==> src/sha256_stream_hasher_defines.svh <==
// Assertion macros shared by the hasher modules.
// Each macro expects clk_i and rst_ni in scope at its point of use.
`ifndef SHA256_STREAM_HASHER_DEFINES_SVH
`define SHA256_STREAM_HASHER_DEFINES_SVH

// Check a property on every clock edge outside reset.
`define SHA_ASSERT(lbl, prop, msg) \
  lbl: assert property (@(posedge clk_i) disable iff (!rst_ni) prop) else $error(msg);

// Check that a condition never holds outside reset.
`define SHA_ASSERT_NEVER(lbl, cond, msg) \
  lbl: assert property (@(posedge clk_i) disable iff (!rst_ni) !(cond)) else $error(msg);

`endif

==> src/sha_pkg.sv <==
// Shared types, constants and helper functions for the SHA-256 stream hasher.
// No dependencies.
package sha_pkg;

  localparam int unsigned SHA_QDEPTH = 2;

  typedef struct packed {
    logic [7:0] data_byte;
    logic       byte_present;
    logic       message_end;
  } in_item_t;

  typedef struct packed {
    logic [31:0] digest_word;
    logic [2:0]  word_index;
    logic        last_word;
  } out_item_t;

  // One 64-byte block bound for compression; is_last asks for the digest.
  typedef struct packed {
    logic [511:0] data;
    logic         is_last;
  } blk_t;

  typedef enum logic [1:0] {F_IN, F_FULL, F_PAD, F_LEN} front_state_e;
  typedef enum logic [1:0] {C_IDLE, C_ROUND, C_ADD, C_OUT} core_state_e;

  localparam logic [0:7][31:0] SHA_IV = {
    32'h6A09E667, 32'hBB67AE85, 32'h3C6EF372, 32'hA54FF53A,
    32'h510E527F, 32'h9B05688C, 32'h1F83D9AB, 32'h5BE0CD19
  };

  localparam logic [0:63][31:0] SHA_K = {
    32'h428a2f98, 32'h71374491, 32'hb5c0fbcf, 32'he9b5dba5,
    32'h3956c25b, 32'h59f111f1, 32'h923f82a4, 32'hab1c5ed5,
    32'hd807aa98, 32'h12835b01, 32'h243185be, 32'h550c7dc3,
    32'h72be5d74, 32'h80deb1fe, 32'h9bdc06a7, 32'hc19bf174,
    32'he49b69c1, 32'hefbe4786, 32'h0fc19dc6, 32'h240ca1cc,
    32'h2de92c6f, 32'h4a7484aa, 32'h5cb0a9dc, 32'h76f988da,
    32'h983e5152, 32'ha831c66d, 32'hb00327c8, 32'hbf597fc7,
    32'hc6e00bf3, 32'hd5a79147, 32'h06ca6351, 32'h14292967,
    32'h27b70a85, 32'h2e1b2138, 32'h4d2c6dfc, 32'h53380d13,
    32'h650a7354, 32'h766a0abb, 32'h81c2c92e, 32'h92722c85,
    32'ha2bfe8a1, 32'ha81a664b, 32'hc24b8b70, 32'hc76c51a3,
    32'hd192e819, 32'hd6990624, 32'hf40e3585, 32'h106aa070,
    32'h19a4c116, 32'h1e376c08, 32'h2748774c, 32'h34b0bcb5,
    32'h391c0cb3, 32'h4ed8aa4a, 32'h5b9cca4f, 32'h682e6ff3,
    32'h748f82ee, 32'h78a5636f, 32'h84c87814, 32'h8cc70208,
    32'h90befffa, 32'ha4506ceb, 32'hbef9a3f7, 32'hc67178f2
  };

  localparam logic [7:0] SHA_PAD_BYTE = 8'h80;

  function automatic logic [31:0] rotr(input logic [31:0] x, input int unsigned n);
    return (x >> n) | (x << (32 - n));
  endfunction

  function automatic logic [31:0] ssig0(input logic [31:0] x);
    return rotr(x, 7) ^ rotr(x, 18) ^ (x >> 3);
  endfunction

  function automatic logic [31:0] ssig1(input logic [31:0] x);
    return rotr(x, 17) ^ rotr(x, 19) ^ (x >> 10);
  endfunction

endpackage

==> src/sha_core.sv <==
// Compression core: 64 rounds per block, chaining update and digest readout.
// Depends on sha_pkg and the assertion macros header.
`include "sha256_stream_hasher_defines.svh"
module sha_core
  import sha_pkg::*;
(
  input  logic      clk_i,
  input  logic      rst_ni,
  input  logic      empty_i,
  input  blk_t      blk_i,
  output logic      pop_o,
  output logic      out_valid_o,
  input  logic      out_ready_i,
  output out_item_t out_item_o
);

  core_state_e       state_q, state_d;
  logic [0:7][31:0]  h_q;
  logic [0:7][31:0]  v_q;
  logic [0:15][31:0] w_q;
  logic [5:0]        rnd_q;
  logic [2:0]        idx_q;
  logic              last_q;
  logic [31:0]       t1, t2, w_new;

  always_comb begin
    t1 = v_q[7] + (rotr(v_q[4], 6) ^ rotr(v_q[4], 11) ^ rotr(v_q[4], 25))
       + ((v_q[4] & v_q[5]) ^ (~v_q[4] & v_q[6])) + SHA_K[rnd_q] + w_q[0];
    t2 = (rotr(v_q[0], 2) ^ rotr(v_q[0], 13) ^ rotr(v_q[0], 22))
       + ((v_q[0] & v_q[1]) ^ (v_q[0] & v_q[2]) ^ (v_q[1] & v_q[2]));
    w_new = ssig1(w_q[14]) + w_q[9] + ssig0(w_q[1]) + w_q[0];
  end

  always_comb begin
    state_d     = state_q;
    pop_o       = 1'b0;
    out_valid_o = 1'b0;
    case (state_q)
      C_IDLE: begin
        if (!empty_i) begin
          pop_o   = 1'b1;
          state_d = C_ROUND;
        end
      end
      C_ROUND: begin
        if (rnd_q == 6'd63) begin
          state_d = C_ADD;
        end
      end
      C_ADD: state_d = last_q ? C_OUT : C_IDLE;
      C_OUT: begin
        out_valid_o = 1'b1;
        if (out_ready_i && idx_q == 3'd7) begin
          state_d = C_IDLE;
        end
      end
      default: state_d = C_IDLE;
    endcase
  end

  assign out_item_o.digest_word = h_q[idx_q];
  assign out_item_o.word_index  = idx_q;
  assign out_item_o.last_word   = (idx_q == 3'd7);

  // Working registers and schedule window carry no reset.
  always_ff @(posedge clk_i) begin
    if (pop_o) begin
      v_q    <= h_q;
      w_q    <= blk_i.data;
      last_q <= blk_i.is_last;
    end else if (state_q == C_ROUND) begin
      v_q <= {t1 + t2, v_q[0], v_q[1], v_q[2], v_q[3] + t1, v_q[4], v_q[5], v_q[6]};
      w_q <= {w_q[1:15], w_new};
    end
  end

  always_ff @(posedge clk_i or negedge rst_ni) begin
    if (!rst_ni) begin
      state_q <= C_IDLE;
      h_q     <= SHA_IV;
      rnd_q   <= '0;
      idx_q   <= '0;
    end else begin
      state_q <= state_d;
      if (state_q == C_ROUND) begin
        rnd_q <= rnd_q + 6'd1;
      end
      if (state_q == C_ADD) begin
        for (int i = 0; i < 8; i++) begin
          h_q[i] <= h_q[i] + v_q[i];
        end
      end
      if (out_valid_o && out_ready_i) begin
        idx_q <= idx_q + 3'd1;
        if (idx_q == 3'd7) begin
          h_q <= SHA_IV;
        end
      end
    end
  end

  `SHA_ASSERT(a_iv_after, (out_valid_o && out_ready_i && idx_q == 3'd7) |=> (h_q == SHA_IV), "chain not reinitialised after digest")
  `SHA_ASSERT_NEVER(a_pop_busy, pop_o && (rnd_q != 6'd0), "block popped mid-compression")
  `SHA_ASSERT(a_round_end, (state_q == C_ROUND && rnd_q == 6'd63) |=> (state_q == C_ADD), "round count overrun")

endmodule

==> config.mk <==
export PLATFORM = sky130hd
export DESIGN_NAME = sha_core
export DESIGN_NICKNAME = d
export VERILOG_FILES = /design/src/sha_pkg.sv /design/src/sha_core.sv
export VERILOG_INCLUDE_DIRS = /design/src /design/src/src
export SDC_FILE = /design/constraint.sdc
export NUM_CORES = 2
export LEC_CHECK = 0
export ABC_AREA = 1
export BUFFER_PORTS_ARGS = -buffer_cell sky130_fd_sc_hd__buf_2
export CAP_MARGIN = 5
export CORE_UTILIZATION = 45
export DETAILED_ROUTE_END_ITERATION = 10
export PLACE_DENSITY_LB_ADDON = 0.12
export SYNTH_ARGS = -nofsm -noshare
export SYNTH_HDL_FRONTEND = slang
export SYNTH_SLANG_ARGS = --single-unit
==> constraint.sdc <==
create_clock -name clk_i -period 27.9 [get_ports clk_i]
set_input_delay 2.79 -clock clk_i [delete_from_list [all_inputs] [get_ports clk_i]]
set_output_delay 2.79 -clock clk_i [all_outputs]
set_load 0.05 [all_outputs]
## Word level (Yosys, flattened, before mapping)

Memories as Yosys holds them, arrays and structs flattened.
Cells that the tools add are included.

| storage, ports and cells | value |
|---|---|
| input port bits | 517 |
| register bits | 1036 |
| memories | 1 |
| word-level logic and storage cells | 121 |
| ROM bits | 2048 |
| output and inout port bits | 38 |

Memories:

| memory | depth | width | read ports | clocked after Yosys merged registers in | write ports | RTL line | RTL |
|---|---|---|---|---|---|---|---|
| (name not given) | 64 | 32 | 1 | 0 | 0 | sha_core.sv:28 | `+ ((v_q[4] & v_q[5]) ^ (~v_q[4] & v_q[6])) + SHA_K[rnd_q] + w_q[0];` |

| cells by class | value |
|---|---|
| bitwise operators | 29 |
| add/sub/neg operators | 20 |
| order comparisons | 2 |
| equal/unequal tests | 8 |
| multiplexer cells | 20 |
| reduce and logical (&&, ||, !) cells | 5 |

Operator list:

| kind | count |
|---|---|
| two-way mux 256 bit | 5 |
| two-way mux 512 bit | 2 |
| adder 32 bit | 18 |
| bitwise XOR 32 bit | 9 |
| bitwise AND 32 bit | 5 |
| two-way mux 32 bit | 4 |
| binary-select mux 32 bit (select 3 bit) | 1 |
| inverter 32 bit | 1 |
| OR 10 x 32 -> 32 bit | 1 |
| OR 13 x 32 -> 32 bit | 1 |
| OR 14 x 32 -> 32 bit | 1 |
| OR 15 x 32 -> 32 bit | 1 |
| OR 19 x 32 -> 32 bit | 1 |
| OR 21 x 32 -> 32 bit | 1 |
| OR 25 x 32 -> 32 bit | 1 |
| OR 26 x 32 -> 32 bit | 1 |
| OR 30 x 32 -> 32 bit | 1 |
| OR 7 x 32 -> 32 bit | 1 |
| bitwise XOR 32 x 22 -> 32 bit | 1 |
| bitwise XOR 32 x 29 -> 32 bit | 1 |
| two-way mux 2 bit | 4 |
| case mux 2 bit (4 select lines) | 1 |
| >= comparator 7 bit (second input constant) | 1 |
| inverter 6 -> 7 bit | 1 |
| 14 further kinds | 20 |

## Longest topological paths before layout

| depth | value |
|---|---|
| depth after elaboration | 10 |
| depth in mapped cells | 42 |
| depth with buffers taken out | 40 |

## Worst setup path after synthesis

OpenSTA, ideal clock, no wires.

| timing | value |
|---|---|
| path kind | input to register |
| from | input empty_i |
| to | register v_q[0] (netlist name), enable pin |
| setup time | 5.337 ns |
| arrival time | 15.900 ns |
| path buffers | 2 |
| stages on the path | 5 |
| required time | 22.563 ns |
| setup slack | 6.664 ns |
| cells stage by stage | nor2_4 -> inv_2 -> clkbuf_1 -> clkbuf_1 -> nand2_1 |

| between the ends | value |
|---|---|
| word-level cells in the longest chain between the ends | 3 |

Ends and longest elaborated chain:

| what | RTL line | RTL |
|---|---|---|
| start, declared | sha_core.sv:9 | `input logic empty_i,` |
| two-way mux 1 bit | sha_core.sv:40 | `if (!empty_i) begin` |
| two-way mux 1 bit | sha_core.sv:38 | `case (state_q)` |
| nonzero test 2 bit (no source line) | n/a |  |
| end signal, assigned | sha_core.sv:68 | `v_q <= h_q;` |
| end signal, assigned | sha_core.sv:72 | `v_q <= {t1 + t2, v_q[0], v_q[1], v_q[2], v_q[3] + t1, v_q[4], v_q[5], v_q[6]};` |
| end, declared | sha_core.sv:19 | `logic [0:7][31:0] v_q;` |

No other way between the ends.
A chain may end at the register's enable or synchronous reset.

## Final worst setup path

| timing | value |
|---|---|
| from | register rnd_q[0] |
| to | register v_q[250] (netlist name), data pin |

| between the ends | value |
|---|---|
| word-level cells in the longest chain between the ends | 9 |

Ends and longest elaborated chain:

| what | RTL line | RTL |
|---|---|---|
| start, declared | sha_core.sv:21 | `logic [5:0] rnd_q;` |
| start signal, assigned | sha_core.sv:86 | `rnd_q <= rnd_q + 6'd1;` |
| inverter 6 -> 7 bit (implied by the code) | sha_core.sv:28 |  |
| memory (64 x 32 bit) | n/a |  |
| two-way mux 32 bit (implied by the code) (2 in a row) | sha_core.sv:28 |  |
| adder 32 bit (2 in a row) | sha_core.sv:28 |  |
| adder 32 bit | sha_core.sv:72 |  |
| two-way mux 256 bit | sha_core.sv:71 | `end else if (state_q == C_ROUND) begin` |
| two-way mux 256 bit | sha_core.sv:67 | `if (pop_o) begin` |

No other way between the ends. The select of a mux whose other input is x is not followed.

==> flow_results.org <==
** Synth
- Most used standard cells in the synthesized netlist :: sky130_fd_sc_hd__nand2_1, sky130_fd_sc_hd__inv_1, sky130_fd_sc_hd__a21oi_1, sky130_fd_sc_hd__o21ai_0, sky130_fd_sc_hd__edfxtp_1
- Ranking of synthesized cells by area :: sky130_fd_sc_hd__edfxtp_1, sky130_fd_sc_hd__nand2_1, sky130_fd_sc_hd__ha_1
- The cell area that synthesis handed to floorplanning was 77200 um^2.
- Synthesis inferred roughly 1000 register bits.
- Among all flip-flop cells after synthesis, the most frequent one is sky130_fd_sc_hd__edfxtp_1.
- Post-synthesis average cell area :: 7.76 um^2
- Among all cell types in the netlist, the one instantiated most often is sky130_fd_sc_hd__nand2_1.
- Counting flops with a built-in enable in the synthesized netlist gives between 700 and 800.
- Cell type with the highest aggregate area in the netlist :: sky130_fd_sc_hd__edfxtp_1
- Post-Synthesis Cells :: 9951
- Portion of the post-synthesis area used by sequential elements :: 38.8%
- Async S/R FF share, synth :: 25.8%
- The synthesized design devotes to its leading area cell type 29.9% of total area.
- Counting every net in the synthesized netlist gives about 11000.
- During synthesis, Yosys emitted a total of 0 warnings.
- The netlist uses 72 different library cells.

** STA
- The final hold violation count is 0.
- Minimum period implied by the final worst setup slack :: between 8000 and 9000 ps
- After layout, the worst path uses 30.6% of the clock period.
- Slew @ Worst Pin :: 1410 ps
- In this run the tightest slew margin relative to its limit is 5.99%.
- For this run, the top clock speed supported by timing is 117 MHz.
- Worst-case clock skew :: 36.8 ps
- Unrepaired setup endpoints after global routing :: no
- Hold is met by 493 ps.
- Pins Over Slew Limit :: 0
- Final total negative setup slack :: 0 ps
- Final setup violation count :: 0

** GRT
- The first global-routing pass estimated 480000 um of wire.
- GRT overflow :: 0
- Number of antenna violations at the first check in global routing :: 41
- Pin count of the biggest net entering global routing :: 211
- The number of global-route vias before repair came to 68500.
- Overall Global Routing Usage :: 38.4%

** Setup path
- For the worst setup path, the data required time is about 28000 ps.
- Worst Setup Start Kind :: register
- On the worst path, the slowest cell contributes a delay of around 870 ps.
- Buffers and inverters on the worst path :: 5
- Worst Path Max Fanout :: 16
- The critical path is of the register to register type.
- Among all stages on the critical path, the largest delay is contributed by sky130_fd_sc_hd__o21ai_0.
- Top Family by Delay on Critical Path :: adder cells
- STA classifies the critical path endpoint as a register.
- For the worst setup path, the data arrival time is 9070 ps.
- Most frequent cell on the critical path :: sky130_fd_sc_hd__nand2_1

** Flow run
- Max-cap violations in this run came to 0.

** CTS
- H-tree depth :: 3
- Post-CTS timing repair inserted 0 buffers for setup.
- Clock root buffer :: sky130_fd_sc_hd__clkbuf_16
- Counting along the longest clock path gives a buffer depth of 3.
- CTS saw 1036 sinks.
- The later pin in the worst-skew pair is clocked with a latency of slightly above 800 ps.
- TritonCTS clock tree :: done
- Number of buffers created by CTS :: 119
- Clock-pin slew was measured on the worst setup and hold paths at roughly 70 ps.
- The number of gates resized after CTS was 0.
- For this design, the CTS-stage hold fixing added 0 buffers.

** Status
- The flow ran to the end, and the final reports show no timing, DRC or antenna violations.

** Route
- Vias post-DR :: 73500
- The detailed router finished its first iteration with 9571 violations.
- Routed WL :: ~340000 um
- Routed via count divided by cell count :: 5.81
- Post-detailed-route count of antenna-violating nets :: 0
- Detailed-routing iteration count for the pre-antenna-repair pass :: 7
- After detailed routing, the average wire length per cell comes to 27.0 um.
- After detailed routing, the number of remaining DRC violations is 0.

** Finish
- Cells with a size suffix above 1 make up between 10% and 20% of the layout.
- The filler cells instantiated in the layout total 16800.
- Post-layout net count :: approximately 11000
- Layout overhead on the synthesized area :: 11.3%

** Die
- The floorplan step defined a die boundary enclosing 173000 um^2.
- Top Ports :: between 500 and 600
- Width of the chip :: 416 um
- The initialized floorplan defines 151 standard-cell rows.
- In this run the vertical extent of the chip is 416 um.
- Core ar. :: 170000 um^2
- The initial utilization of the core area, before any placement, comes to 45.4%.

** Placed design
- Detailed placement ended at an HPWL of ~270000 um.
- The congestion estimate from routability-driven global placement came to 1.03.
- IO Port Bufs :: 554

** Hold path
- Classification of the worst-slack hold path :: register to register
worst paths after layout:
check,depth (start not counted),end,slack (ps),start
setup reg to reg,34,v_q[250],19350,rnd_q[0]
setup / recovery,34,v_q[250],19350,rnd_q[0]
max in group asynchronous,3,h_q[16],23730,rst_ni
min in group asynchronous,1,h_q[215],2020,rst_ni
hold reg to reg,2,w_q[258],490,w_q[226]
hold / removal,2,w_q[258],490,w_q[226]
tightest hold or removal path, stage by stage, from the launching register on:
cell and delay (ps):
sky130_fd_sc_hd__edfxtp_1 320, sky130_fd_sc_hd__nand2_1 50, sky130_fd_sc_hd__nand2_1 50
kinds of logic after synthesis:
| group | after synthesis | synth area share, % |
|---|---|---|
| AO/OA/AOI/OAI | 2277 | 16.6 |
| XOR/XNOR | 350 | 3.98 |
| adder cells (fa/ha/maj) | 595 | 11.6 |
| buffers and inverters | 1683 | 8.27 |
| flip-flops | 1036 | 38.8 |
| multiplexers | 2 | 0.0259 |
| AND/OR/NAND/NOR | 4008 | 20.7 |
metal layers:
| layer | track usage [%] | wire, um |
|---|---|---|
| met1 | 53.3 | 143000 |
| met2 | 57.1 | 147000 |
| met3 | 9.11 | 34900 |
| met4 | 15.9 | 16000 |
| met5 | 0 | 138 |
flip-flops by register name (all words and copies together), names as in the netlist:
signal	flops
w_q	512
idx_q	3
h_q	256
last_q	1
state_q	2
rnd_q	6
v_q	256
stage by stage:
stage | instance area [um^2] | instances | setup WS, ps | util [%]
3_3_place_gp | 81900 | 12400 | 19010 | 48.2
6_report | 86000 | 12700 | 19350 | 50.6
5_1_grt | 85900 | 12600 | 19020 | 50.6
3_5_place_dp | 81900 | 12400 | 18910 | 48.2
2_1_floorplan | 77200 | 9951 | 6660 | -
4_1_cts | 85900 | 12600 | 19570 | 50.6
placed cells by master, fill, tap and decap left out, drive strengths merged, types with 9 or more instances in the layout:
cell	instances
nand2	2985
inv	1309
o21ai	961
a21oi	836
edfxtp	769
buf	617
nor2	534
ha	397
nand3	289
fa	197
xor2	181
xnor2	169
clkbuf	159
dfstp	136
dfrtp	131
o211ai	102
nor3	92
o21bai	82
a31oi	69
a21o	61
clkinv	46
nand4	45
o221ai	36
nor4	26
a21boi	25
a221oi	24
o21a	20
diode	17
nand3b	17
or2	14
bufinv	12
o31ai	11
o2111ai	10
o22ai	9
cell type report:
class / instances / area, um^2 / share of cell area [%]
Inverter: 1307 / 4930 / 5.73
Timing Repair Buffer: 617 / 3360 / 3.90
Multi-Input combinational cell: 7232 / 40900 / 47.6
Clock buffer: 159 / 3250 / 3.78
Antenna cell: 17 / 42.5 / 0.0495
Sequential cell: 1036 / 30000 / 34.8
Clock inverter: 66 / 777 / 0.904
Tap cell: 2218 / 2780 / 3.23
Power is not shown: default switching activity piles up to over one toggle a cycle in this logic, so the estimate is an artifact.
