===== src/sha256_stream_hasher_defines.svh =====
// Assertion macros shared by the hasher modules.
// Each macro expects clk_i and rst_ni in scope at its point of use.
`ifndef SHA256_STREAM_HASHER_DEFINES_SVH
`define SHA256_STREAM_HASHER_DEFINES_SVH

// Check a property on every clock edge outside reset.
`define SHA_ASSERT(lbl, prop, msg) \
  lbl: assert property (@(posedge clk_i) disable iff (!rst_ni) prop) else $error(msg);

// Check that a condition never holds outside reset.
`define SHA_ASSERT_NEVER(lbl, cond, msg) \
  lbl: assert property (@(posedge clk_i) disable iff (!rst_ni) !(cond)) else $error(msg);

`endif


===== src/sha_pkg.sv =====
// Shared types, constants and helper functions for the SHA-256 stream hasher.
// No dependencies.
package sha_pkg;

  localparam int unsigned SHA_QDEPTH = 2;

  typedef struct packed {
    logic [7:0] data_byte;
    logic       byte_present;
    logic       message_end;
  } in_item_t;

  typedef struct packed {
    logic [31:0] digest_word;
    logic [2:0]  word_index;
    logic        last_word;
  } out_item_t;

  // One 64-byte block bound for compression; is_last asks for the digest.
  typedef struct packed {
    logic [511:0] data;
    logic         is_last;
  } blk_t;

  typedef enum logic [1:0] {F_IN, F_FULL, F_PAD, F_LEN} front_state_e;
  typedef enum logic [1:0] {C_IDLE, C_ROUND, C_ADD, C_OUT} core_state_e;

  localparam logic [0:7][31:0] SHA_IV = {
    32'h6A09E667, 32'hBB67AE85, 32'h3C6EF372, 32'hA54FF53A,
    32'h510E527F, 32'h9B05688C, 32'h1F83D9AB, 32'h5BE0CD19
  };

  localparam logic [0:63][31:0] SHA_K = {
    32'h428a2f98, 32'h71374491, 32'hb5c0fbcf, 32'he9b5dba5,
    32'h3956c25b, 32'h59f111f1, 32'h923f82a4, 32'hab1c5ed5,
    32'hd807aa98, 32'h12835b01, 32'h243185be, 32'h550c7dc3,
    32'h72be5d74, 32'h80deb1fe, 32'h9bdc06a7, 32'hc19bf174,
    32'he49b69c1, 32'hefbe4786, 32'h0fc19dc6, 32'h240ca1cc,
    32'h2de92c6f, 32'h4a7484aa, 32'h5cb0a9dc, 32'h76f988da,
    32'h983e5152, 32'ha831c66d, 32'hb00327c8, 32'hbf597fc7,
    32'hc6e00bf3, 32'hd5a79147, 32'h06ca6351, 32'h14292967,
    32'h27b70a85, 32'h2e1b2138, 32'h4d2c6dfc, 32'h53380d13,
    32'h650a7354, 32'h766a0abb, 32'h81c2c92e, 32'h92722c85,
    32'ha2bfe8a1, 32'ha81a664b, 32'hc24b8b70, 32'hc76c51a3,
    32'hd192e819, 32'hd6990624, 32'hf40e3585, 32'h106aa070,
    32'h19a4c116, 32'h1e376c08, 32'h2748774c, 32'h34b0bcb5,
    32'h391c0cb3, 32'h4ed8aa4a, 32'h5b9cca4f, 32'h682e6ff3,
    32'h748f82ee, 32'h78a5636f, 32'h84c87814, 32'h8cc70208,
    32'h90befffa, 32'ha4506ceb, 32'hbef9a3f7, 32'hc67178f2
  };

  localparam logic [7:0] SHA_PAD_BYTE = 8'h80;

  function automatic logic [31:0] rotr(input logic [31:0] x, input int unsigned n);
    return (x >> n) | (x << (32 - n));
  endfunction

  function automatic logic [31:0] ssig0(input logic [31:0] x);
    return rotr(x, 7) ^ rotr(x, 18) ^ (x >> 3);
  endfunction

  function automatic logic [31:0] ssig1(input logic [31:0] x);
    return rotr(x, 17) ^ rotr(x, 19) ^ (x >> 10);
  endfunction

endpackage


===== src/sha_fifo.sv =====
// Short block queue between the front end and the compression core.
// Depends on sha_pkg and the assertion macros header.
`include "sha256_stream_hasher_defines.svh"
module sha_fifo
  import sha_pkg::*;
#(
  parameter int unsigned Depth = SHA_QDEPTH
) (
  input  logic clk_i,
  input  logic rst_ni,
  input  logic push_i,
  input  blk_t blk_i,
  output logic full_o,
  input  logic pop_i,
  output blk_t blk_o,
  output logic empty_o
);

  localparam int unsigned PtrW = (Depth > 1) ? $clog2(Depth) : 1;
  localparam int unsigned CntW = $clog2(Depth + 1);

  blk_t            mem_q [Depth];
  logic [PtrW-1:0] wr_q, rd_q;
  logic [CntW-1:0] cnt_q;

  assign full_o  = (cnt_q == CntW'(Depth));
  assign empty_o = (cnt_q == '0);
  assign blk_o   = mem_q[rd_q];

  always_ff @(posedge clk_i) begin
    if (push_i) begin
      mem_q[wr_q] <= blk_i;
    end
  end

  always_ff @(posedge clk_i or negedge rst_ni) begin
    if (!rst_ni) begin
      wr_q  <= '0;
      rd_q  <= '0;
      cnt_q <= '0;
    end else begin
      if (push_i) begin
        wr_q <= (wr_q == PtrW'(Depth - 1)) ? '0 : wr_q + PtrW'(1);
      end
      if (pop_i) begin
        rd_q <= (rd_q == PtrW'(Depth - 1)) ? '0 : rd_q + PtrW'(1);
      end
      if (push_i && !pop_i) begin
        cnt_q <= cnt_q + CntW'(1);
      end else if (pop_i && !push_i) begin
        cnt_q <= cnt_q - CntW'(1);
      end
    end
  end

  `SHA_ASSERT_NEVER(a_push_full, push_i && full_o, "push into full queue")
  `SHA_ASSERT_NEVER(a_pop_empty, pop_i && empty_o, "pop from empty queue")
  `SHA_ASSERT(a_cnt_push, (push_i && !pop_i) |=> !empty_o, "queue empty after push")

endmodule


===== config.mk =====
export PLATFORM = sky130hd
export DESIGN_NAME = sha_fifo
export DESIGN_NICKNAME = d
export VERILOG_FILES = /design/src/sha_pkg.sv /design/src/sha_fifo.sv
export VERILOG_INCLUDE_DIRS = /design/src /design/src/src
export SDC_FILE = /design/constraint.sdc
export NUM_CORES = 1
export LEC_CHECK = 0
export BUFFER_PORTS_ARGS = -buffer_cell sky130_fd_sc_hd__buf_4
export CORE_AREA = 2 2 400 402
export CTS_CLUSTER_SIZE = 30
export DETAILED_ROUTE_END_ITERATION = 8
export DIE_AREA = 0 0 402 404
export GPL_TIMING_DRIVEN = 0
export SLEW_MARGIN = 20
export SYNTH_ARGS = -nofsm -noshare
export SYNTH_HDL_FRONTEND = slang
export SYNTH_SLANG_ARGS = --single-unit
export TNS_END_PERCENT = 20

===== constraint.sdc =====
create_clock -name clk_i -period 59.2 [get_ports clk_i]
set_input_delay 5.92 -clock clk_i [delete_from_list [all_inputs] [get_ports clk_i]]
set_output_delay 5.92 -clock clk_i [all_outputs]
set_load 0.03 [all_outputs]

Word-level counts from Yosys, hierarchy flattened
Memory sizes are Yosys's and may differ from the RTL's.
Index checks and enable logic that the tools add are counted.
Widths: inputs -> output; s select.
{"block": "totals", "register_bits": 4, "n_memories": 1, "input_bits": 517, "elab_cells": 21, "ram_bits": 1026, "out_inout_bits": 515}
{"memory": "mem_q", "words": 2, "word_bits": 513, "read_ports": 1, "rd_ports_with_merged_regs": 0, "wr": 1, "line_no": "sha_fifo.sv:22", "rtl": "blk_t mem_q [Depth];"}
{"block": "classes", "n_addsub": 4, "reduce_logical": 6, "muxes": 6, "n_eq_ne": 1}
{"cell": "$mux 1", "n": 4}
{"cell": "$mux 2", "n": 2}
{"cell": "$add 1x1->1 const B", "n": 2}
{"cell": "$add 2x1->2 const B", "n": 1}
{"cell": "$eq 2x2->1 const B", "n": 1}
{"cell": "$logic_and 1x1->1", "n": 2}
{"cell": "$logic_not 1->1", "n": 2}
{"cell": "$logic_not 2->1", "n": 1}
{"cell": "$reduce_bool 2->1", "n": 1}
{"cell": "$sub 2x1->2 const B", "n": 1}

Longest topological paths before layout
Gate-level depths: netlist of the first run.
{"block": "logic_depth", "word_depth": 4, "depth_mapped": 5, "depth_no_buf": 5}

Least setup slack after synthesis of the first run
Ideal clock, no wire load.
{"block": "synth_timing", "kind": "input port to flip-flop", "startpoint": "input port push_i", "endpoint": "memory mem_q[0][0] in the netlist's numbering (enable)", "t_arrival_ps": 27913, "path_slack_ps": 29824, "cell_stages": 1, "setup_time_ps": 1463, "required_ps": 57737, "path_buffers": 0, "cell_sequence": "nor2b_1"}
{"block": "synth_between", "elab_chain_cells": 2}
{"item": "start, declared", "line_no": "sha_fifo.sv:11", "rtl": "input logic push_i,"}
{"item": "$mux 1", "line_no": "sha_fifo.sv:31", "rtl": "if (push_i) begin"}
{"item": "$mux 1 (not written as such)", "line_no": "sha_fifo.sv:32", "rtl": "mem_q[wr_q] <= blk_i;"}
{"item": "end, declared", "line_no": "sha_fifo.sv:22"}
No other way between the ends.

==> qor.csv, run 1 <==
metric,value,unit
synth_fa_ha_area_share,0.03190,%
synth_top_family_by_area,multiplexers,
cts_max_level,3,
maxCapViolations,0,
fin_crit_sh,14.32,%
yosysTopAreaCell,edfxtp_1,
drt_iter0_drc,901,
peakVddDrop,0.00003134,V
cts_setup_buffers,0,
netlist_instances,1612,
die_h,404,um
final_util,34.21,%
crit_required,53.28,ns
p_per_area,53.44,nW/um^2
final_cells,4961,
num_vias,19755,
gp_congestion,0.8142,
final-max-slew-violation-count,0,
outcome,completed,
cp_max_fo,10,
areaGrowthSynthToFinish,37.64,%
cts_tree,yes,
drive_gt1_share,62.08,%
synth_warnings,0,
clkSinkCount,1030,
wl_per_cell,22.89,um
clk_latency,0.71,ns
cp-end-kind,primary output,
drc,0,
worstHoldPathType,reg2reg,
postRouteAntennaNets,0,
fill_cells,14956,
p_leak,21.13,nW
hold_viol_final,0,
synth_compound_area_share,0,%
tns,0,ns
yosys-top-cells-area,"edfxtp_1, mux2_4, mux2_2, buf_8, buf_6",
synth_top_area_share,78.55,%
dp.cells,4753,
worstMarginPinSlew,0.7419,ns
initial_core_util,24.85,%
antenna_found_initial,45,
io_buffers,1031,
gr-total-overflow,0,
cts_buffer_depth,3,
path_class,reg2out,
start_kind,flip-flop,
fin_nets,3311,
finalPower,2.885,mW
synth_xor_xnor_area_share,0.1116,%
drtPass1Iterations,5,
crit_arrival,2.56,ns
synth_fp_nets,2130,
post_cts_resized,0,
grt_usage,13.37,%
rows,146,
grt_max_degree,51,
grt_pass1_wl,153.6,mm
cts_root_buffer,clkbuf_16,
yosys_register_bits,1030,
avgViaCountPerCell,3.982,
cts-buffers-inserted,110,
synth-simple-area-share,0.06699,%
hold_slack,0.4954,ns
grt_pass1_vias,20489,
relSlewSlack,50.43,%
fp.dieW,402,um
fmax,0.1179,GHz
core_area,157800,sq um
yosysSeqAreaShare,78.81,%
syn_area,39220,sq um
setup_viol,0,
rsz0062_at_grt,false,
path_clk_slew,0.06,ns
postCtsHoldBufs,0,
io_pins,1032,
fin_crit,8.480,ns
avgSynthCellArea,24.33,sq um
yosysUniqueCellTypes,14,
die-area,162400,sq um
synthMuxAreaShare,19.13,%
routed_wl,113.6,mm
dpl.hpwl,87.40,mm
clock_skew,0.02126,ns
-- where the power goes --
part / internal [mW] / leakage, nW / switching (mW)
registers: 0.965 / 9.68 / 0.0293
logic: 0.519 / 9.77 / 0.705
clock network: 0.381 / 1.68 / 0.286
-- path summary, 6_finish.rpt --
path / from / endpoint / slack, ns / depth (start not counted)
worst min-delay path: cnt_q[1]$_DFFE_PN0P_ / cnt_q[1]$_DFFE_PN0P_ / 0.50 / 1
worst max register to register: wr_q$_DFFE_PN0P_ / mem_q[0][76]$_DFFE_PP_ / 56.11 / 9
min in group asynchronous: rst_ni / cnt_q[0]$_DFFE_PN0P_ / 5.00 / 1
max in group asynchronous: rst_ni / rd_q$_DFFE_PN0P_ / 54.09 / 1
worst min register to register: cnt_q[1]$_DFFE_PN0P_ / cnt_q[1]$_DFFE_PN0P_ / 0.50 / 1
worst max-delay path: rd_q$_DFFE_PN0P_ / blk_o[227] / 50.72 / 5
-- metrics by stage --
stage | cell area, sq um | setup slack, ns
3_5_place_dp | 50500 | 50.43
2_1_floorplan | 39220 | 29.82
4_1_cts | 53960 | 50.47
5_1_grt | 53980 | 50.51
6_report | 53990 | 50.72
3_3_place_gp | 49560 | 13.62
-- routing by layer --
metal / vias up / GRT usage [%] / routed length (um)
met1: 9890 / 14.34 / 41080
met4: 54 / 4.511 / 2977
li1: 8854 / - / -
met3: 205 / 6.129 / 11400
met5: - / 0 / 377
met2: 752 / 23.18 / 57740
-- layout make-up --
cell class | instances | area (sq um) | share of cell area (%)
Sequential cell | 1030 | 30910 | 57.25
Clock inverter | 69 | 638.1 | 1.182
Inverter | 1 | 3.754 | 0.006953
Tap cell | 2072 | 2592 | 4.802
Multi-Input combinational cell | 524 | 7596 | 14.07
Buffer | 57 | 723.2 | 1.340
Antenna cell | 9 | 22.52 | 0.04172
Clock buffer | 130 | 2828 | 5.238
Timing Repair Buffer | 1069 | 8673 | 16.07
-- logic make-up (layout without fill, tap and decap cells) --
group	Yosys count	after routing
muxes	513	513
buffers and inverters	58	1326
xor gates and xnor gates	5	5
adders and majority gates	1	1
DFF	1030	1030
and+or+nand+nor	5	5
other	0	9
-- Yosys cell counts (all sizes together) --
cell type / instances
and2: 1
buf: 57
dfrtp: 4
edfxtp: 1026
ha: 1
inv: 1
mux2: 513
nor2: 2
nor2b: 2
xnor2: 1
xor2: 4
-- flip-flops by register name (all words and copies together), names as in the netlist --
signal and cells:
mem_q 1026, cnt_q 2, rd_q 1, wr_q 1
-- cell usage in the layout (no fill, tap or decap), drive strengths merged, types with 2 or more instances in the layout --
cell / n
nor2b: 2
xor2: 4
clkinvlp: 4
mux2: 513
bufinv: 9
clkbuf: 130
inv: 9
diode: 9
dfrtp: 4
buf: 1126
clkinv: 48
edfxtp: 1026
nor2: 2
-- critical path: stages, from the launching register on --
cell and delay, ns:
dfrtp_1 0.34, buf_6 0.26, buf_8 0.26, buf_6 0.32, mux2_4 0.43, buf_4 0.20
No activity file was read; power rests on OpenSTA's default activity.
==> run 2: changes to the inputs <==
--- a/config.mk
+++ b/config.mk
@@ -6,11 +6,12 @@
 export SDC_FILE = /design/constraint.sdc
 export NUM_CORES = 1
 export LEC_CHECK = 0
+export ABC_AREA = 1
 export BUFFER_PORTS_ARGS = -buffer_cell sky130_fd_sc_hd__buf_4
-export CORE_AREA = 2 2 400 402
+export CORE_AREA = 2 2 399 401
 export CTS_CLUSTER_SIZE = 30
 export DETAILED_ROUTE_END_ITERATION = 8
-export DIE_AREA = 0 0 402 404
+export DIE_AREA = 0 0 401 403
 export GPL_TIMING_DRIVEN = 0
 export SLEW_MARGIN = 20
 export SYNTH_ARGS = -nofsm -noshare
==> constraint.sdc (replaced) <==
create_clock -name clk_i -period 7.7 [get_ports clk_i]
set_input_delay 0.77 -clock clk_i [delete_from_list [all_inputs] [get_ports clk_i]]
set_output_delay 0.77 -clock clk_i [all_outputs]
set_load 0.03 [all_outputs]
==> qor.csv, run 2 <==
metric,value,unit
yosysUniqueCellTypes,15,
grt_pass1_wl,149.4,mm
fin_crit_sh,42.61,%
synth-edff-count,1026,
initial_core_util,24.92,%
share_comb_of_total_power,42.3,%
final-max-slew-violation-count,0,
yosys_register_bits,1030,
worstHoldPathType,in2reg,
yosysSeqAreaShare,78.77,%
cp_num_buf_inv,9,
cts_buffer_depth,3,
fill_cells,14975,
final_cell_mix,"buf_4, edfxtp_1, mux2_4",
grt_pass1_vias,20713,
grt_usage,12.90,%
path_cells,"nor2_4, buf_12, buf_12, buf_12, buf_12, buf_16, buf_12, buf_16, buf_16, buf_16",
synthFlopType,edfxtp_1,
p_leak,21.26,nW
clk_latency,0.71,ns
peakVddDrop,0.0002396,V
min_to,mem_q[1][127]$_DFFE_PP_,
p_int,14.43,mW
ys_async_sr_fraction,0.3883,%
routed_wl,109.1,mm
crit_arrival,3.71,ns
areaGrowthSynthToFinish,38.23,%
path_clk_slew,0.06,ns
gr-total-overflow,0,
die_h,403,um
yosysTopAreaCell,edfxtp_1,
slowest_delay,0.61,ns
outcome,completed,
drive_gt1_share,62.10,%
largest_reg_flops,1026,
synth_top_area_share,78.51,%
dpl.hpwl,83.34,mm
min-delay-start,blk_i[127],
p_sw,7.791,mW
cts_setup_buffers,0,
r2r_start,wr_q$_DFFE_PN0P_,
synth_commonest_cells,"edfxtp_1, mux2_4, mux2_2",
synth_fp_nets,2139,
final_common_cell,buf_4,
gp_congestion,0.8250,
cp_max_fo,22,
wl_per_cell,21.89,um
seq_power_share,34.4,%
synth.most_common_cell,edfxtp_1,
drc,0,
dp_slack,3.841,ns
fin_ws,4.419,ns
r2r_cells,10,
post_cts_resized,0,
cts_max_level,3,
whs_path_depth,1,
netlist_instances,1621,
die-area,161600,sq um
yosys-top-cells-area,"edfxtp_1, mux2_4, mux2_2, buf_8, buf_6",
grt_max_degree,32,
final_cells,4984,
setup_viol,0,
hold_viol_final,0,
dp.cells,4770,
antenna_found_initial,21,
rrSetupSlack,4.42,ns
crit_required,8.13,ns
clkSinkCount,1030,
drt_iter0_drc,970,
maxCapViolations,0,
fin_nets,3329,
p_per_area,409.6,nW/um^2
path_class,reg2reg,
cts-buffers-inserted,110,
core_area,157500,sq um
num_vias,19786,
fp.dieW,401,um
syn_area,39240,sq um
crit_path_top_delay_cell,nor2_4,
rows,146,
clock_skew,0.04236,ns
regMostFlops,mem_q,
io_buffers,1031,
cts_root_buffer,clkbuf_16,
relSlewSlack,50.37,%
r2r_end,mem_q[0][69]$_DFFE_PP_,
synth_warnings,0,
drtPass1Iterations,5,
avgSynthCellArea,24.21,sq um
postRouteAntennaNets,0,
swShare,35.06,%
avgViaCountPerCell,3.970,
clkPwrFrac,23.3,%
fin_crit,3.281,ns
start_kind,flip-flop,
fmax,0.3048,GHz
io_pins,1032,
crit_top_cell,buf_12,
cts_tree,yes,
critPathTopFamily,buffers and inverters,
worstMarginPinSlew,0.7427,ns
reg_top3,"mem_q: 1026 flops, cnt_q: 2 flops",
rsz0062_at_grt,false,
cp-end-kind,flip-flop,
run 2: cell count changes in the layout (fill, tap and decap cells not counted), moves of 4 or more:
cell,change
buf_12,+16
buf_16,-8
clkbuf_1,+8
clkinv_1,-8
clkinv_2,+5
inv_1,+4
nand2_1,+4
run 2: per-stage QoR:
| stage | utilization (%) | power [mW] | TNS, ns | cell area [sq um] | hold WS (ns) |
|---|---|---|---|---|---|
| 3_3_place_gp | 31.51 | 17.57 | -6868.51 | 49620 | 0.4982 |
| 4_1_cts | 34.43 | 22.57 | 0 | 54220 | 0.1194 |
| 3_5_place_dp | 32.16 | 17.30 | 0 | 50650 | 0.5001 |
| 5_1_grt | 34.45 | 23.04 | 0 | 54240 | 0.1614 |
| 2_1_floorplan | - | 14.03 | -1184.67 | 39280 | 0.4631 |
| 6_report | 34.45 | 22.22 | 0 | 54240 | 0.2234 |
run 2: layout make-up:
cell class              instances  area, sq um  area share [%]
repair buffers               1078         8783           16.19
inverters                       7        42.54         0.07842
well taps                    2072         2592           4.779
diodes                         10        25.02         0.04613
clock inverters                62        628.1           1.158
plain buffers                  57        723.2           1.333
clock buffers                 141         2933           5.407
flip-flops and latches       1030        30910           56.98
multi-input cells             527         7607           14.02
run 2: cells by family after synthesis:
kind of cell,synth area share (%)
multiplexers,19.12
XOR/XNOR,0.06697
adder cells (fa/ha/maj),0.03188
AND/OR/NAND/NOR,0.1052
flip-flops,78.77
buffers and inverters,1.910
run 2: repair_timing:
item                                   4_1_cts  5_1_grt
hold buffers                                 1        0
setup endpoints to repair                    0        0
endpoints found under the hold margin        4        0
run 2: worst max path at each step:
| stage | from | to | slack, ns | cells after the start |
|---|---|---|---|---|
| finish | wr_q$_DFFE_PN0P_ | mem_q[0][69]$_DFFE_PP_ | 4.42 | 10 |
| global route | wr_q$_DFFE_PN0P_ | mem_q[0][494]$_DFFE_PP_ | 4.20 | 10 |
| CTS | rd_q$_DFFE_PN0P_ | blk_o[249] | 4.21 | 5 |
| detailed placement | push_i | mem_q[0][119]$_DFFE_PP_ | 3.84 | 12 |
| global placement | push_i | mem_q[1][58]$_DFFE_PP_ | -7.18 | 3 |
| floorplan | push_i | mem_q[1][0]$_DFFE_PP_ | -1.23 | 2 |
run 2: power groups by stage:
stage | registers (mW) | clock network [mW] | logic [mW]
floorplan | 8.09 | 0 | 5.94
global placement | 8.39 | 0 | 9.18
detailed placement | 7.77 | 0 | 9.54
CTS | 7.65 | 5.35 | 9.56
global route | 7.73 | 5.54 | 9.77
finish | 7.65 | 5.18 | 9.39
run 2: layer usage:
layer  routed length (um)  up-vias  GRT usage, %
met5                  107        -        0.1784
met4                 3608       14         5.435
met3                10010      178         5.028
met2                55350      739         22.31
met1                40040     9950         14.03
li1                     -     8905             -
