**src/sha256_stream_hasher_defines.svh**
```systemverilog
// Assertion macros shared by the hasher modules.
// Each macro expects clk_i and rst_ni in scope at its point of use.
`ifndef SHA256_STREAM_HASHER_DEFINES_SVH
`define SHA256_STREAM_HASHER_DEFINES_SVH

// Check a property on every clock edge outside reset.
`define SHA_ASSERT(lbl, prop, msg) \
  lbl: assert property (@(posedge clk_i) disable iff (!rst_ni) prop) else $error(msg);

// Check that a condition never holds outside reset.
`define SHA_ASSERT_NEVER(lbl, cond, msg) \
  lbl: assert property (@(posedge clk_i) disable iff (!rst_ni) !(cond)) else $error(msg);

`endif

```
**src/sha_pkg.sv**
```systemverilog
// Shared types, constants and helper functions for the SHA-256 stream hasher.
// No dependencies.
package sha_pkg;

  localparam int unsigned SHA_QDEPTH = 2;

  typedef struct packed {
    logic [7:0] data_byte;
    logic       byte_present;
    logic       message_end;
  } in_item_t;

  typedef struct packed {
    logic [31:0] digest_word;
    logic [2:0]  word_index;
    logic        last_word;
  } out_item_t;

  // One 64-byte block bound for compression; is_last asks for the digest.
  typedef struct packed {
    logic [511:0] data;
    logic         is_last;
  } blk_t;

  typedef enum logic [1:0] {F_IN, F_FULL, F_PAD, F_LEN} front_state_e;
  typedef enum logic [1:0] {C_IDLE, C_ROUND, C_ADD, C_OUT} core_state_e;

  localparam logic [0:7][31:0] SHA_IV = {
    32'h6A09E667, 32'hBB67AE85, 32'h3C6EF372, 32'hA54FF53A,
    32'h510E527F, 32'h9B05688C, 32'h1F83D9AB, 32'h5BE0CD19
  };

  localparam logic [0:63][31:0] SHA_K = {
    32'h428a2f98, 32'h71374491, 32'hb5c0fbcf, 32'he9b5dba5,
    32'h3956c25b, 32'h59f111f1, 32'h923f82a4, 32'hab1c5ed5,
    32'hd807aa98, 32'h12835b01, 32'h243185be, 32'h550c7dc3,
    32'h72be5d74, 32'h80deb1fe, 32'h9bdc06a7, 32'hc19bf174,
    32'he49b69c1, 32'hefbe4786, 32'h0fc19dc6, 32'h240ca1cc,
    32'h2de92c6f, 32'h4a7484aa, 32'h5cb0a9dc, 32'h76f988da,
    32'h983e5152, 32'ha831c66d, 32'hb00327c8, 32'hbf597fc7,
    32'hc6e00bf3, 32'hd5a79147, 32'h06ca6351, 32'h14292967,
    32'h27b70a85, 32'h2e1b2138, 32'h4d2c6dfc, 32'h53380d13,
    32'h650a7354, 32'h766a0abb, 32'h81c2c92e, 32'h92722c85,
    32'ha2bfe8a1, 32'ha81a664b, 32'hc24b8b70, 32'hc76c51a3,
    32'hd192e819, 32'hd6990624, 32'hf40e3585, 32'h106aa070,
    32'h19a4c116, 32'h1e376c08, 32'h2748774c, 32'h34b0bcb5,
    32'h391c0cb3, 32'h4ed8aa4a, 32'h5b9cca4f, 32'h682e6ff3,
    32'h748f82ee, 32'h78a5636f, 32'h84c87814, 32'h8cc70208,
    32'h90befffa, 32'ha4506ceb, 32'hbef9a3f7, 32'hc67178f2
  };

  localparam logic [7:0] SHA_PAD_BYTE = 8'h80;

  function automatic logic [31:0] rotr(input logic [31:0] x, input int unsigned n);
    return (x >> n) | (x << (32 - n));
  endfunction

  function automatic logic [31:0] ssig0(input logic [31:0] x);
    return rotr(x, 7) ^ rotr(x, 18) ^ (x >> 3);
  endfunction

  function automatic logic [31:0] ssig1(input logic [31:0] x);
    return rotr(x, 17) ^ rotr(x, 19) ^ (x >> 10);
  endfunction

endpackage

```
**src/sha_front.sv**
```systemverilog
// Front end: collects message bytes into blocks and builds the padding blocks.
// Depends on sha_pkg.
module sha_front
  import sha_pkg::*;
(
  input  logic     clk_i,
  input  logic     rst_ni,
  input  logic     in_valid_i,
  output logic     in_ready_o,
  input  in_item_t in_item_i,
  output logic     push_o,
  output blk_t     blk_o,
  input  logic     full_i
);

  front_state_e      state_q, state_d;
  logic [0:63][7:0]  buf_q;
  logic [5:0]        fill_q, fill_d;
  logic [63:0]       bits_q, bits_d;
  logic              end_q, end_d;
  logic [0:63][7:0]  pad_bytes;
  logic              len_fits;
  logic              accept;

  assign accept = in_valid_i && in_ready_o;

  // Byte store: one write per accepted byte, no reset.
  always_ff @(posedge clk_i) begin
    if (accept && in_item_i.byte_present) begin
      buf_q[fill_q] <= in_item_i.data_byte;
    end
  end

  // Padding view of the buffer: drop stale bytes, mark the end, add the length.
  always_comb begin
    len_fits = (state_q == F_LEN) || (fill_q < 6'd56);
    for (int i = 0; i < 64; i++) begin
      if (state_q == F_LEN) begin
        pad_bytes[i] = '0;
      end else if (6'(i) < fill_q) begin
        pad_bytes[i] = buf_q[i];
      end else if (6'(i) == fill_q) begin
        pad_bytes[i] = SHA_PAD_BYTE;
      end else begin
        pad_bytes[i] = '0;
      end
    end
    if (len_fits) begin
      for (int k = 0; k < 8; k++) begin
        pad_bytes[56 + k] = bits_q[(63 - 8 * k) -: 8];
      end
    end
  end

  always_comb begin
    state_d    = state_q;
    fill_d     = fill_q;
    bits_d     = bits_q;
    end_d      = end_q;
    in_ready_o = 1'b0;
    push_o     = 1'b0;
    blk_o.data    = pad_bytes;
    blk_o.is_last = 1'b0;
    case (state_q)
      F_IN: begin
        in_ready_o = 1'b1;
        if (in_valid_i) begin
          end_d = in_item_i.message_end;
          if (in_item_i.byte_present) begin
            fill_d = fill_q + 6'd1;
            bits_d = bits_q + 64'd8;
            if (fill_q == 6'd63) begin
              state_d = F_FULL;
            end else if (in_item_i.message_end) begin
              state_d = F_PAD;
            end
          end else if (in_item_i.message_end) begin
            state_d = F_PAD;
          end
        end
      end
      F_FULL: begin
        blk_o.data = buf_q;
        if (!full_i) begin
          push_o  = 1'b1;
          state_d = end_q ? F_PAD : F_IN;
        end
      end
      F_PAD: begin
        blk_o.is_last = len_fits;
        if (!full_i) begin
          push_o = 1'b1;
          if (len_fits) begin
            fill_d  = '0;
            bits_d  = '0;
            state_d = F_IN;
          end else begin
            state_d = F_LEN;
          end
        end
      end
      F_LEN: begin
        blk_o.is_last = 1'b1;
        if (!full_i) begin
          push_o  = 1'b1;
          fill_d  = '0;
          bits_d  = '0;
          state_d = F_IN;
        end
      end
      default: state_d = F_IN;
    endcase
  end

  always_ff @(posedge clk_i or negedge rst_ni) begin
    if (!rst_ni) begin
      state_q <= F_IN;
      fill_q  <= '0;
      bits_q  <= '0;
      end_q   <= 1'b0;
    end else begin
      state_q <= state_d;
      fill_q  <= fill_d;
      bits_q  <= bits_d;
      end_q   <= end_d;
    end
  end

endmodule

```
**config.mk**
```make
export PLATFORM = sky130hd
export DESIGN_NAME = sha_front
export DESIGN_NICKNAME = d
export VERILOG_FILES = /design/src/sha256_stream_hasher_defines.svh /design/src/sha_pkg.sv /design/src/sha_front.sv
export SDC_FILE = /design/constraint.sdc
export NUM_CORES = 1
export LEC_CHECK = 0
export BUFFER_PORTS_ARGS = -buffer_cell sky130_fd_sc_hd__buf_2
export CAP_MARGIN = 20
export CORE_MARGIN = 2
export CORE_UTILIZATION = 49
export CTS_BUF_LIST = sky130_fd_sc_hd__clkbuf_16
export CTS_CLUSTER_SIZE = 12
export DETAILED_ROUTE_END_ITERATION = 12
export PLACE_DENSITY = 0.73
export SETUP_SLACK_MARGIN = 0.2
export SYNTH_ARGS = -nofsm -noshare
export SYNTH_HDL_FRONTEND = slang
export SYNTH_SLANG_ARGS = --single-unit
```
**constraint.sdc**
```tcl
create_clock -name clk_i -period 2.6 [get_ports clk_i]
set_clock_uncertainty 0.05 [all_clocks]
set_input_delay 0.26 -clock clk_i [delete_from_list [all_inputs] [get_ports clk_i]]
set_output_delay 0.26 -clock clk_i [all_outputs]
set_load 0.005 [all_outputs]
```
Word-level counts from Yosys, hierarchy flattened:

Cells that the tools add are included.
Widths: inputs -> output; s select.

* $add $sub $neg: 2
* multipliers: 0
* divide/modulo/power cells: 0
* $lt $le $gt $ge: 67
* equality and inequality tests: 73
* shift operators: 0
* mux-type cells: 223
* bitwise gates (word level): 1
* reductions and logical operators: 11

Operator list (number)
* $mux 8: 193
* $bwmux 512: 1
* $mux 512: 1
* $mux 64: 6
* $eq 6x6->1 const A: 32
* $lt 6x6->1 const A: 32
* $pmux 64 s3: 1
* $eq 5x6->1 const A: 16
* $lt 5x6->1 const A: 16
* $add 64x4->64 const B: 1
* $demux 8 s6: 1
* $eq 4x6->1 const A: 8
* $lt 4x6->1 const A: 8
* $mux 6: 5
* $eq 3x6->1 const A: 4
* $lt 3x6->1 const A: 4
* $mux 2: 9
* $pmux 6 s3: 1
* $eq 2x6->1 const A: 2
* $lt 1x6->1 const A: 2
* $lt 2x6->1 const A: 2
* $ne 2x2->1 const B: 6
* $pmux 2 s4: 1
* $ge 7x7->1 const B: 1
* other kinds (19): 24

* bits in registers: 585
* latch bits: 0
* bits in writable memories: 0
* memory bits (read-only): 0
* bits of input ports: 14
* output and inout bits: 515
* word-level logic and storage cells: 445
* memories: 0

Logic depth before layout (Yosys ltp):

Gate-level depths: netlist of the first run.

* depth after elaboration: 6
* gate-level depth with buffers: 8
* gate-level depth less buffers: 7

Least setup slack after synthesis of the first run:

Ideal clock, no wire load.

* path type: register to register
* from: register state_q[0]
* to: register buf_q[384] in the netlist's numbering, enable pin
* arrival: 2193 ps
* path slack: -38 ps
* stages on the path, launching flop included: 6
* period minus slack after synthesis: 2638 ps
* path through: dfrtp_1 clkbuf_1 clkbuf_1 nor2_1 nand3_1 nor4_1

* cells in the longest elaborated chain, start to end: 4

RTL lines
* start, declared: line sha_front.sv:16 `front_state_e state_q, state_d;`
* start signal, assigned: line sha_front.sv:122 `state_q <= state_d;`
* $logic_not 2->1: line sha_front.sv:64 `case (state_q)`
* $mux 1: line sha_front.sv:64
* via in_ready_o: line sha_front.sv:9 `output logic in_ready_o,`
* $logic_and 1x1->1: line sha_front.sv:25 `assign accept = in_valid_i && in_ready_o;`
* $logic_and 1x1->1: line sha_front.sv:29 `if (accept && in_item_i.byte_present) begin`
* end signal, assigned by index: line sha_front.sv:30 `buf_q[fill_q] <= in_item_i.data_byte;`
* end, declared: line sha_front.sv:17 `logic [0:63][7:0] buf_q;`

The timed path passes the listed nets, and every way through them passes these cells.
A chain may end at the register's enable or synchronous reset.

==> results of run 1 <==
[layout by cell type (no fill, tap or decap), drive strengths merged, types with 7 or more instances in the layout]
master,n
inv,40
a22o,65
o21ai,94
and3,28
or4,26
dfrtp,70
edfxtp,512
nor2,141
nand3,45
a21o,14
or3,14
nor2b,36
o31ai,27
nor3,28
clkbuf,63
nor4,10
and2,359
nand4,22
clkinv,19
nand2b,7
dlygate4sd3,8
a21oi,78
or2,10
buf,996
nand2,130
mux2i,12
[what timing repair did]
| item | CTS | global route |
|---|---|---|
| hold endpoints to repair | 39 | 0 |
| cloned | 16 | 3 |
| pin swaps | 281 | 232 |
| setup endpoints to repair | 522 | 838 |
| hold buffers | 8 | 0 |
| resized for setup | 738 | 468 |
| setup buffers | 154 | 95 |
[cells in the mapped netlist (27+ instances only)]
cell,count,area (µm²)
sky130_fd_sc_hd__dfrtp_1,70,1750
sky130_fd_sc_hd__a22o_1,65,569
sky130_fd_sc_hd__a21oi_1,78,390
sky130_fd_sc_hd__nor2_1,138,518
sky130_fd_sc_hd__o31ai_1,27,203
sky130_fd_sc_hd__o21ai_0,89,445
sky130_fd_sc_hd__nand2_1,129,484
sky130_fd_sc_hd__clkbuf_1,75,282
sky130_fd_sc_hd__nor3_1,28,140
sky130_fd_sc_hd__and2_1,358,2240
sky130_fd_sc_hd__and3_1,28,175
sky130_fd_sc_hd__nand3_1,45,225
sky130_fd_sc_hd__nor2b_1,36,225
sky130_fd_sc_hd__edfxtp_1,512,15400
[kinds of logic (layout without fill, tap and decap cells)]
group	count (synthesis)	count (layout)	share of synthesized area (%)
simple gates	862	868	19.2
flops	582	582	69.6
compound gates	313	313	8.25
buf+inv	106	1130	1.63
mux	18	18	0.762
xor+xnor	8	8	0.285
fa+ha+maj	5	5	0.254
[final cells by class]
cell class,count,area share (%)
clock buffers,60,3.88
repair buffers,1007,23.7
well taps,672,2.17
clock inverters,42,0.556
inverters,21,0.242
flip-flops and latches,582,44.3
multi-input cells,1212,25.2
[final timing paths]
path,startpoint,to,slack [ns],depth (start not counted)
worst max-delay path,fill_q[3],blk_o[400],-0.27,10
worst min-delay path,in_item_i[4],buf_q[186],0.07,2
worst max register to register,fill_q[4],bits_q[38],-0.04,9
worst min register to register,bits_q[14],bits_q[14],0.52,2
max in group asynchronous,rst_ni,fill_q[1],1.67,3
min in group asynchronous,rst_ni,bits_q[25],0.11,2
[per-layer routing]
layer	vias up	part of all wire [%]	wire length (µm)	track usage [%]
met5	-	0.023	23	0
met4	4	7.0	7090	17.7
met3	454	11	11300	9.16
met2	1426	48	48700	57.9
met1	10600	34	34400	40.9
li1	8929	-	-	-
[metrics by stage]
step / instances / setup TNS (ns) / hold slack [ns] / power, µW / setup slack, ns
4_1_cts: 3498 / -18.36 / 0.0592 / 20700 / -0.241
5_1_grt: 3596 / -60.97 / 0.0801 / 22000 / -0.281
3_3_place_gp: 3217 / 0 / 0.214 / 12500 / 0.0101
2_1_floorplan: 1894 / 0 / -0.0856 / 11400 / 0.0163
6_report: 3596 / -49.59 / 0.0718 / 21500 / -0.274
3_5_place_dp: 3218 / -0.0109 / 0.217 / 12500 / -0.0109
[critical path, delay by kind of cell (launching register included)]
family                 cells  cell delay, ns
buffers and inverters      5            0.71
DFF                        1            0.47
AOI/OAI and AO/OA          2            0.46
and+or+nand+nor            3            0.27
[state kept, by name, summed over array words and instances, names as in the netlist]
register	flops
bits_q	61
buf_q	512
end_q	1
fill_q	6
state_q	2
[report_power, final]
| group | internal (µW) | leakage, µW | switching, µW |
|---|---|---|---|
| clock network | 4230 | 0.000922 | 3560 |
| registers | 10300 | 0.00553 | 168 |
| logic | 1460 | 0.00953 | 1830 |
==> flow_summary.toml, run 1 <==
[outcome]
run_status = "complete, but fails checks"
violations = "negative setup slack"

[logic_synthesis]
synth-edff-count = 512
netlist_area_um2 = 24600
synth-warning-count = 0
ys_seq_elements = 582
ys_dominant_reg_cell = "sky130_fd_sc_hd__edfxtp_1"
seq_area_frac_synth_pct = 69.6
syn_area_per_cell_um2 = 13.0
syn-num-nets = 1913
async_flop_share_pct = 12.0
netlist-cell-type-count = 55
syn_inst = 1894

[grt]
grt_pass1_wl_mm = 133
antenna_found_initial = 3
first_global_vias = 20600
largest_net_degree_at_the_start_of_global_routing = 65
global_routing_usage_summed_across_all_routing_layers_pct = 34.4
grt.overflow.total = 0

[floorplanning]
pin_count = 529
coreArea_um2 = 49900
die_width_um = 228
rows = 82
start_util_pct = 49.4
die_area_um2 = 52000
die_h_um = 228

[final_layout]
final_layout_size_suffix_gt1_share_pct = 55.0
fin_nets = 2902
final_core_utilization_pct = 77.6
multiInputGateArea_um2 = 9740
area_growth_from_synthesis_to_final_layout_pct = 57.3
stdcell_area_um2 = 38700
nFillCells = 2789
antenna_cells_inserted = 0
area.sequential_um2 = 17100

[routing]
detail_route.wirelength_mm = 101
detail_route.first_pass.iterations = 5
drtAntennaViolNets = 0
average_vias_per_placed_instance = 5.97
post_route_drc = 0
route.vias.total = 21500
routedWlPerCell_um = 28.2
dr.first_iter.drc_count = 2442

[job]
maxCapViolCount = 0

[timing]
final.period_utilization_pct = 111
post-route-worst-setup-slack_ns = -0.274
final-max-slew-violation-count = 0
layout_min_cycle_time_ns = 2.87
timing_worst_slew_pin_value_ns = 0.835
timing_hold_violations_final = 0
relSlewSlack_pct = 44.3
grt_setup_unrepaired = "yes"
max_freq_mhz = 348
setup_violations_final = 488

[critical_path]
timing.critical_path.mode_cell = "sky130_fd_sc_hd__buf_6"
critical-path-slowest-cell = "sky130_fd_sc_hd__dfrtp_2"
worst_setup_path_end_kind = "primary output"
critPathMaxStageDelay_ns = 0.47
timing_worst_setup_path_type = "flop to primary output"
required_ns = 2.29
worst-endpoint-arrival_ns = 2.56
critical_path.cell_chain = "buf_12 > buf_6 > and2_4 > buf_6 > buf_12 > nand2_8 > nand2_4 > a32oi_2 > o21ai_2 > buf_6"
worstSetupStartpointType = "flop"
path_max_fanout = 6

[cts]
number_of_buffers_on_the_longest_clock_path = 3
cts_tree = "yes"
root_buffer = "sky130_fd_sc_hd__clkbuf_16"
clkTransAtPathRegs_ns = 0.07
cts.sink_count = 582
latest_clock_arrival_within_the_worst_skew_pair_ns = 0.64
cts_inserted_buffers = 59
htree_num_levels = 2

[power_and_ir_drop]
power.leakage_uw = 0.0160
power-per-cell-area_nw_per_um2 = 556
irDropWorstVdd_mv = 0.651

[place]
port-buffer-count = 528
place.gp.congestion = 0.965
dpl.hpwl_mm = 59.1
dpl_cell_area_um2 = 29600

[min_path]
class_of_the_worst_hold_path = "input port to flop"
(Power assumes the default switching activity.)
==> run 2, diff against run 1 <==
--- a/config.mk
+++ b/config.mk
@@ -13,7 +13,7 @@
 export CTS_CLUSTER_SIZE = 12
 export DETAILED_ROUTE_END_ITERATION = 12
 export PLACE_DENSITY = 0.73
-export SETUP_SLACK_MARGIN = 0.2
+export SETUP_SLACK_MARGIN = 0.05
 export SYNTH_ARGS = -nofsm -noshare
 export SYNTH_HDL_FRONTEND = slang
 export SYNTH_SLANG_ARGS = --single-unit
==> run 2 against run 1 <==
  * Sequential share of layout area up 4.6 points
  * Maximum frequency up 1.4%
  * Combinational power down 19%
  * Via count down 7.5%
  * Wire length down 13%
  * Critical path type unchanged
  * Sequential power about the same
  * Flip-flop and latch count unchanged
  * Clock-buffer cell count down 1
  * First-iteration DRC count down 19%
  * Die area unchanged
  * The run still ends with negative setup slack left
  * Largest power group unchanged
  * Core utilization down 7.3 points
==> flow_summary.toml, run 2 (synthesized netlist as in run 1, its figures left out) <==
[outcome]
run_status = "complete, but fails checks"
violations = "negative setup slack"

[timing]
setup_tns_ns = -20.79
layout_min_cycle_time_ns = 2.83
timing_worst_slew_pin_value_ns = 0.822
setup_violations_final = 363
final-max-slew-violation-count = 0
max_freq_mhz = 353
relSlewSlack_pct = 45.2
grt_setup_unrepaired = "yes"
final.period_utilization_pct = 109
timing_hold_violations_final = 0
post-route-worst-setup-slack_ns = -0.233

[floorplanning]
die_width_um = 228
die_h_um = 228
die_area_um2 = 52000
pin_count = 529
coreArea_um2 = 49900
rows = 82
start_util_pct = 49.4

[job]
maxCapViolCount = 0

[power_and_ir_drop]
power-per-cell-area_nw_per_um2 = 599
irDropWorstVdd_mv = 0.605
power.leakage_uw = 0.0146

[cts]
latest_clock_arrival_within_the_worst_skew_pair_ns = 0.65
root_buffer = "sky130_fd_sc_hd__clkbuf_16"
clkTransAtPathRegs_ns = 0.07
cts_inserted_buffers = 59
number_of_buffers_on_the_longest_clock_path = 3
htree_num_levels = 2
cts.sink_count = 582
cts_tree = "yes"

[final_layout]
area_growth_from_synthesis_to_final_layout_pct = 42.5
largest_register_ffs = 512
top_register_by_number_of_flip_flops = "buf_q"
final_layout_size_suffix_gt1_share_pct = 45.0
stdcell_area_um2 = 35100
fin_nets = 2758
commonest_non_fill_non_tap_cell_in_the_layout = "sky130_fd_sc_hd__edfxtp_1"
most-common-layout-cells = "sky130_fd_sc_hd__edfxtp_1 (512), sky130_fd_sc_hd__buf_2 (447), sky130_fd_sc_hd__and2_1 (265), sky130_fd_sc_hd__buf_4 (226), sky130_fd_sc_hd__buf_6 (137)"
antenna_cells_inserted = 0
top_regs = "buf_q: 512 flops, bits_q: 61 flops, fill_q: 6 flops"

[routing]
detail_route.first_pass.iterations = 6
routedWlPerCell_um = 25.6
route.vias.total = 19800
dr.first_iter.drc_count = 1988
average_vias_per_placed_instance = 5.75
detail_route.wirelength_mm = 88.3
drtAntennaViolNets = 0
post_route_drc = 0

[min_path]
startpoint_of_the_worst_hold_path = "in_item_i[8]"
class_of_the_worst_hold_path = "input port to flop"
timing.hold.worst_endpoint = "buf_q[206]"
min_path_cells = 1

[critical_path]
worst-r2r-setup-slack_ns = 0
worst-endpoint-arrival_ns = 2.52
worstSetupStartpointType = "flop"
required_ns = 2.29
reg2reg_from = "state_q[1]"
timing_worst_setup_path_type = "flop to primary output"
reg2regPathDepth = 8
r2r_end = "bits_q[48]"
path_max_fanout = 6
worst_setup_path_end_kind = "primary output"

[grt]
grt_pass1_wl_mm = 123
first_global_vias = 19000
largest_net_degree_at_the_start_of_global_routing = 71
global_routing_usage_summed_across_all_routing_layers_pct = 31.6
antenna_found_initial = 2
grt.overflow.total = 0

[place]
port-buffer-count = 528
dpl_cell_area_um2 = 29500
dpl.hpwl_mm = 58.4
place.gp.congestion = 0.939
[run 2: cell types whose count changed in the layout (fill, tap and decap cells not counted), moves of 11 or more]
cell	change
sky130_fd_sc_hd__buf_12	-19
sky130_fd_sc_hd__nand2_1	+11
sky130_fd_sc_hd__buf_6	-238
sky130_fd_sc_hd__a21oi_4	-11
sky130_fd_sc_hd__nor2_4	-18
sky130_fd_sc_hd__and2_4	-131
sky130_fd_sc_hd__buf_2	+149
sky130_fd_sc_hd__and2_1	+131
sky130_fd_sc_hd__nor2b_4	-12
sky130_fd_sc_hd__nor2_1	+19
sky130_fd_sc_hd__nor2b_1	+13
sky130_fd_sc_hd__buf_4	-25
[run 2: per-layer routing]
layer / track usage, % / part of all wire [%] / wire length, µm / vias up
li1: - / - / - / 8616
met1: 40.0 / 37 / 32200 / 9759
met2: 52.0 / 48 / 42400 / 1203
met3: 8.76 / 11 / 9690 / 263
met4: 11.7 / 4.5 / 4000 / 2
met5: 0 / 0.017 / 15 / -
[run 2: cell type report]
cell class,instances,area [µm²]
clock buffers,59,1480
clock inverters,41,284
fillers,3398,14800
inverters,21,90.1
multi-input cells,1209,8730
flip-flops and latches,582,17100
well taps,672,841
repair buffers,866,6530
[run 2: how the worst max path moves through the flow]
stage	end	start
global placement	blk_o[139]	fill_q[3]
global route	blk_o[408]	fill_q[5]
floorplan	buf_q[152]	state_q[0]
CTS	blk_o[152]	fill_q[4]
finish	blk_o[408]	fill_q[4]
detailed placement	blk_o[137]	fill_q[3]
[run 2: repair_timing]
item / CTS / global route
resized for setup: 310 / 335
gates cloned: 5 / 8
hold buffers: 7 / 0
buffers inserted: 37 / 91
setup endpoints to repair: 496 / 598
pin swaps: 58 / 153
endpoints found under the hold margin: 84 / 0
[run 2: through the flow]
stage	total power (µW)	util, %	hold slack (ns)	setup WS, ns	instances
floorplan	11400	-	-0.0856	0.0163	1894
global placement	12400	59.0	0.278	0.0293	3206
detailed placement	12400	59.1	0.281	-0.102	3207
CTS	20600	65.8	0.0529	-0.170	3356
global route	21600	70.4	0.0704	-0.250	3450
finish	21000	70.4	0.0820	-0.233	3450
[run 2: critical path: stages, from the launching register on]
cell                      delay (ns)
sky130_fd_sc_hd__dfrtp_2        0.45
sky130_fd_sc_hd__buf_6          0.15
sky130_fd_sc_hd__buf_8          0.13
sky130_fd_sc_hd__buf_8          0.14
sky130_fd_sc_hd__nor2_4         0.16
sky130_fd_sc_hd__buf_6          0.16
sky130_fd_sc_hd__a22o_1         0.17
sky130_fd_sc_hd__a22oi_1        0.10
sky130_fd_sc_hd__nor2_2         0.25
sky130_fd_sc_hd__buf_2          0.16
[run 2: power by group]
| group | leakage (µW) | total [µW] | internal, µW | switching, µW |
|---|---|---|---|---|
| clock | 0.000926 | 7910 | 4380 | 3540 |
| combinational | 0.00818 | 2660 | 1140 | 1520 |
| sequential | 0.00554 | 10400 | 10300 | 168 |
| total | 0.0146 | 21000 | 15800 | 5230 |
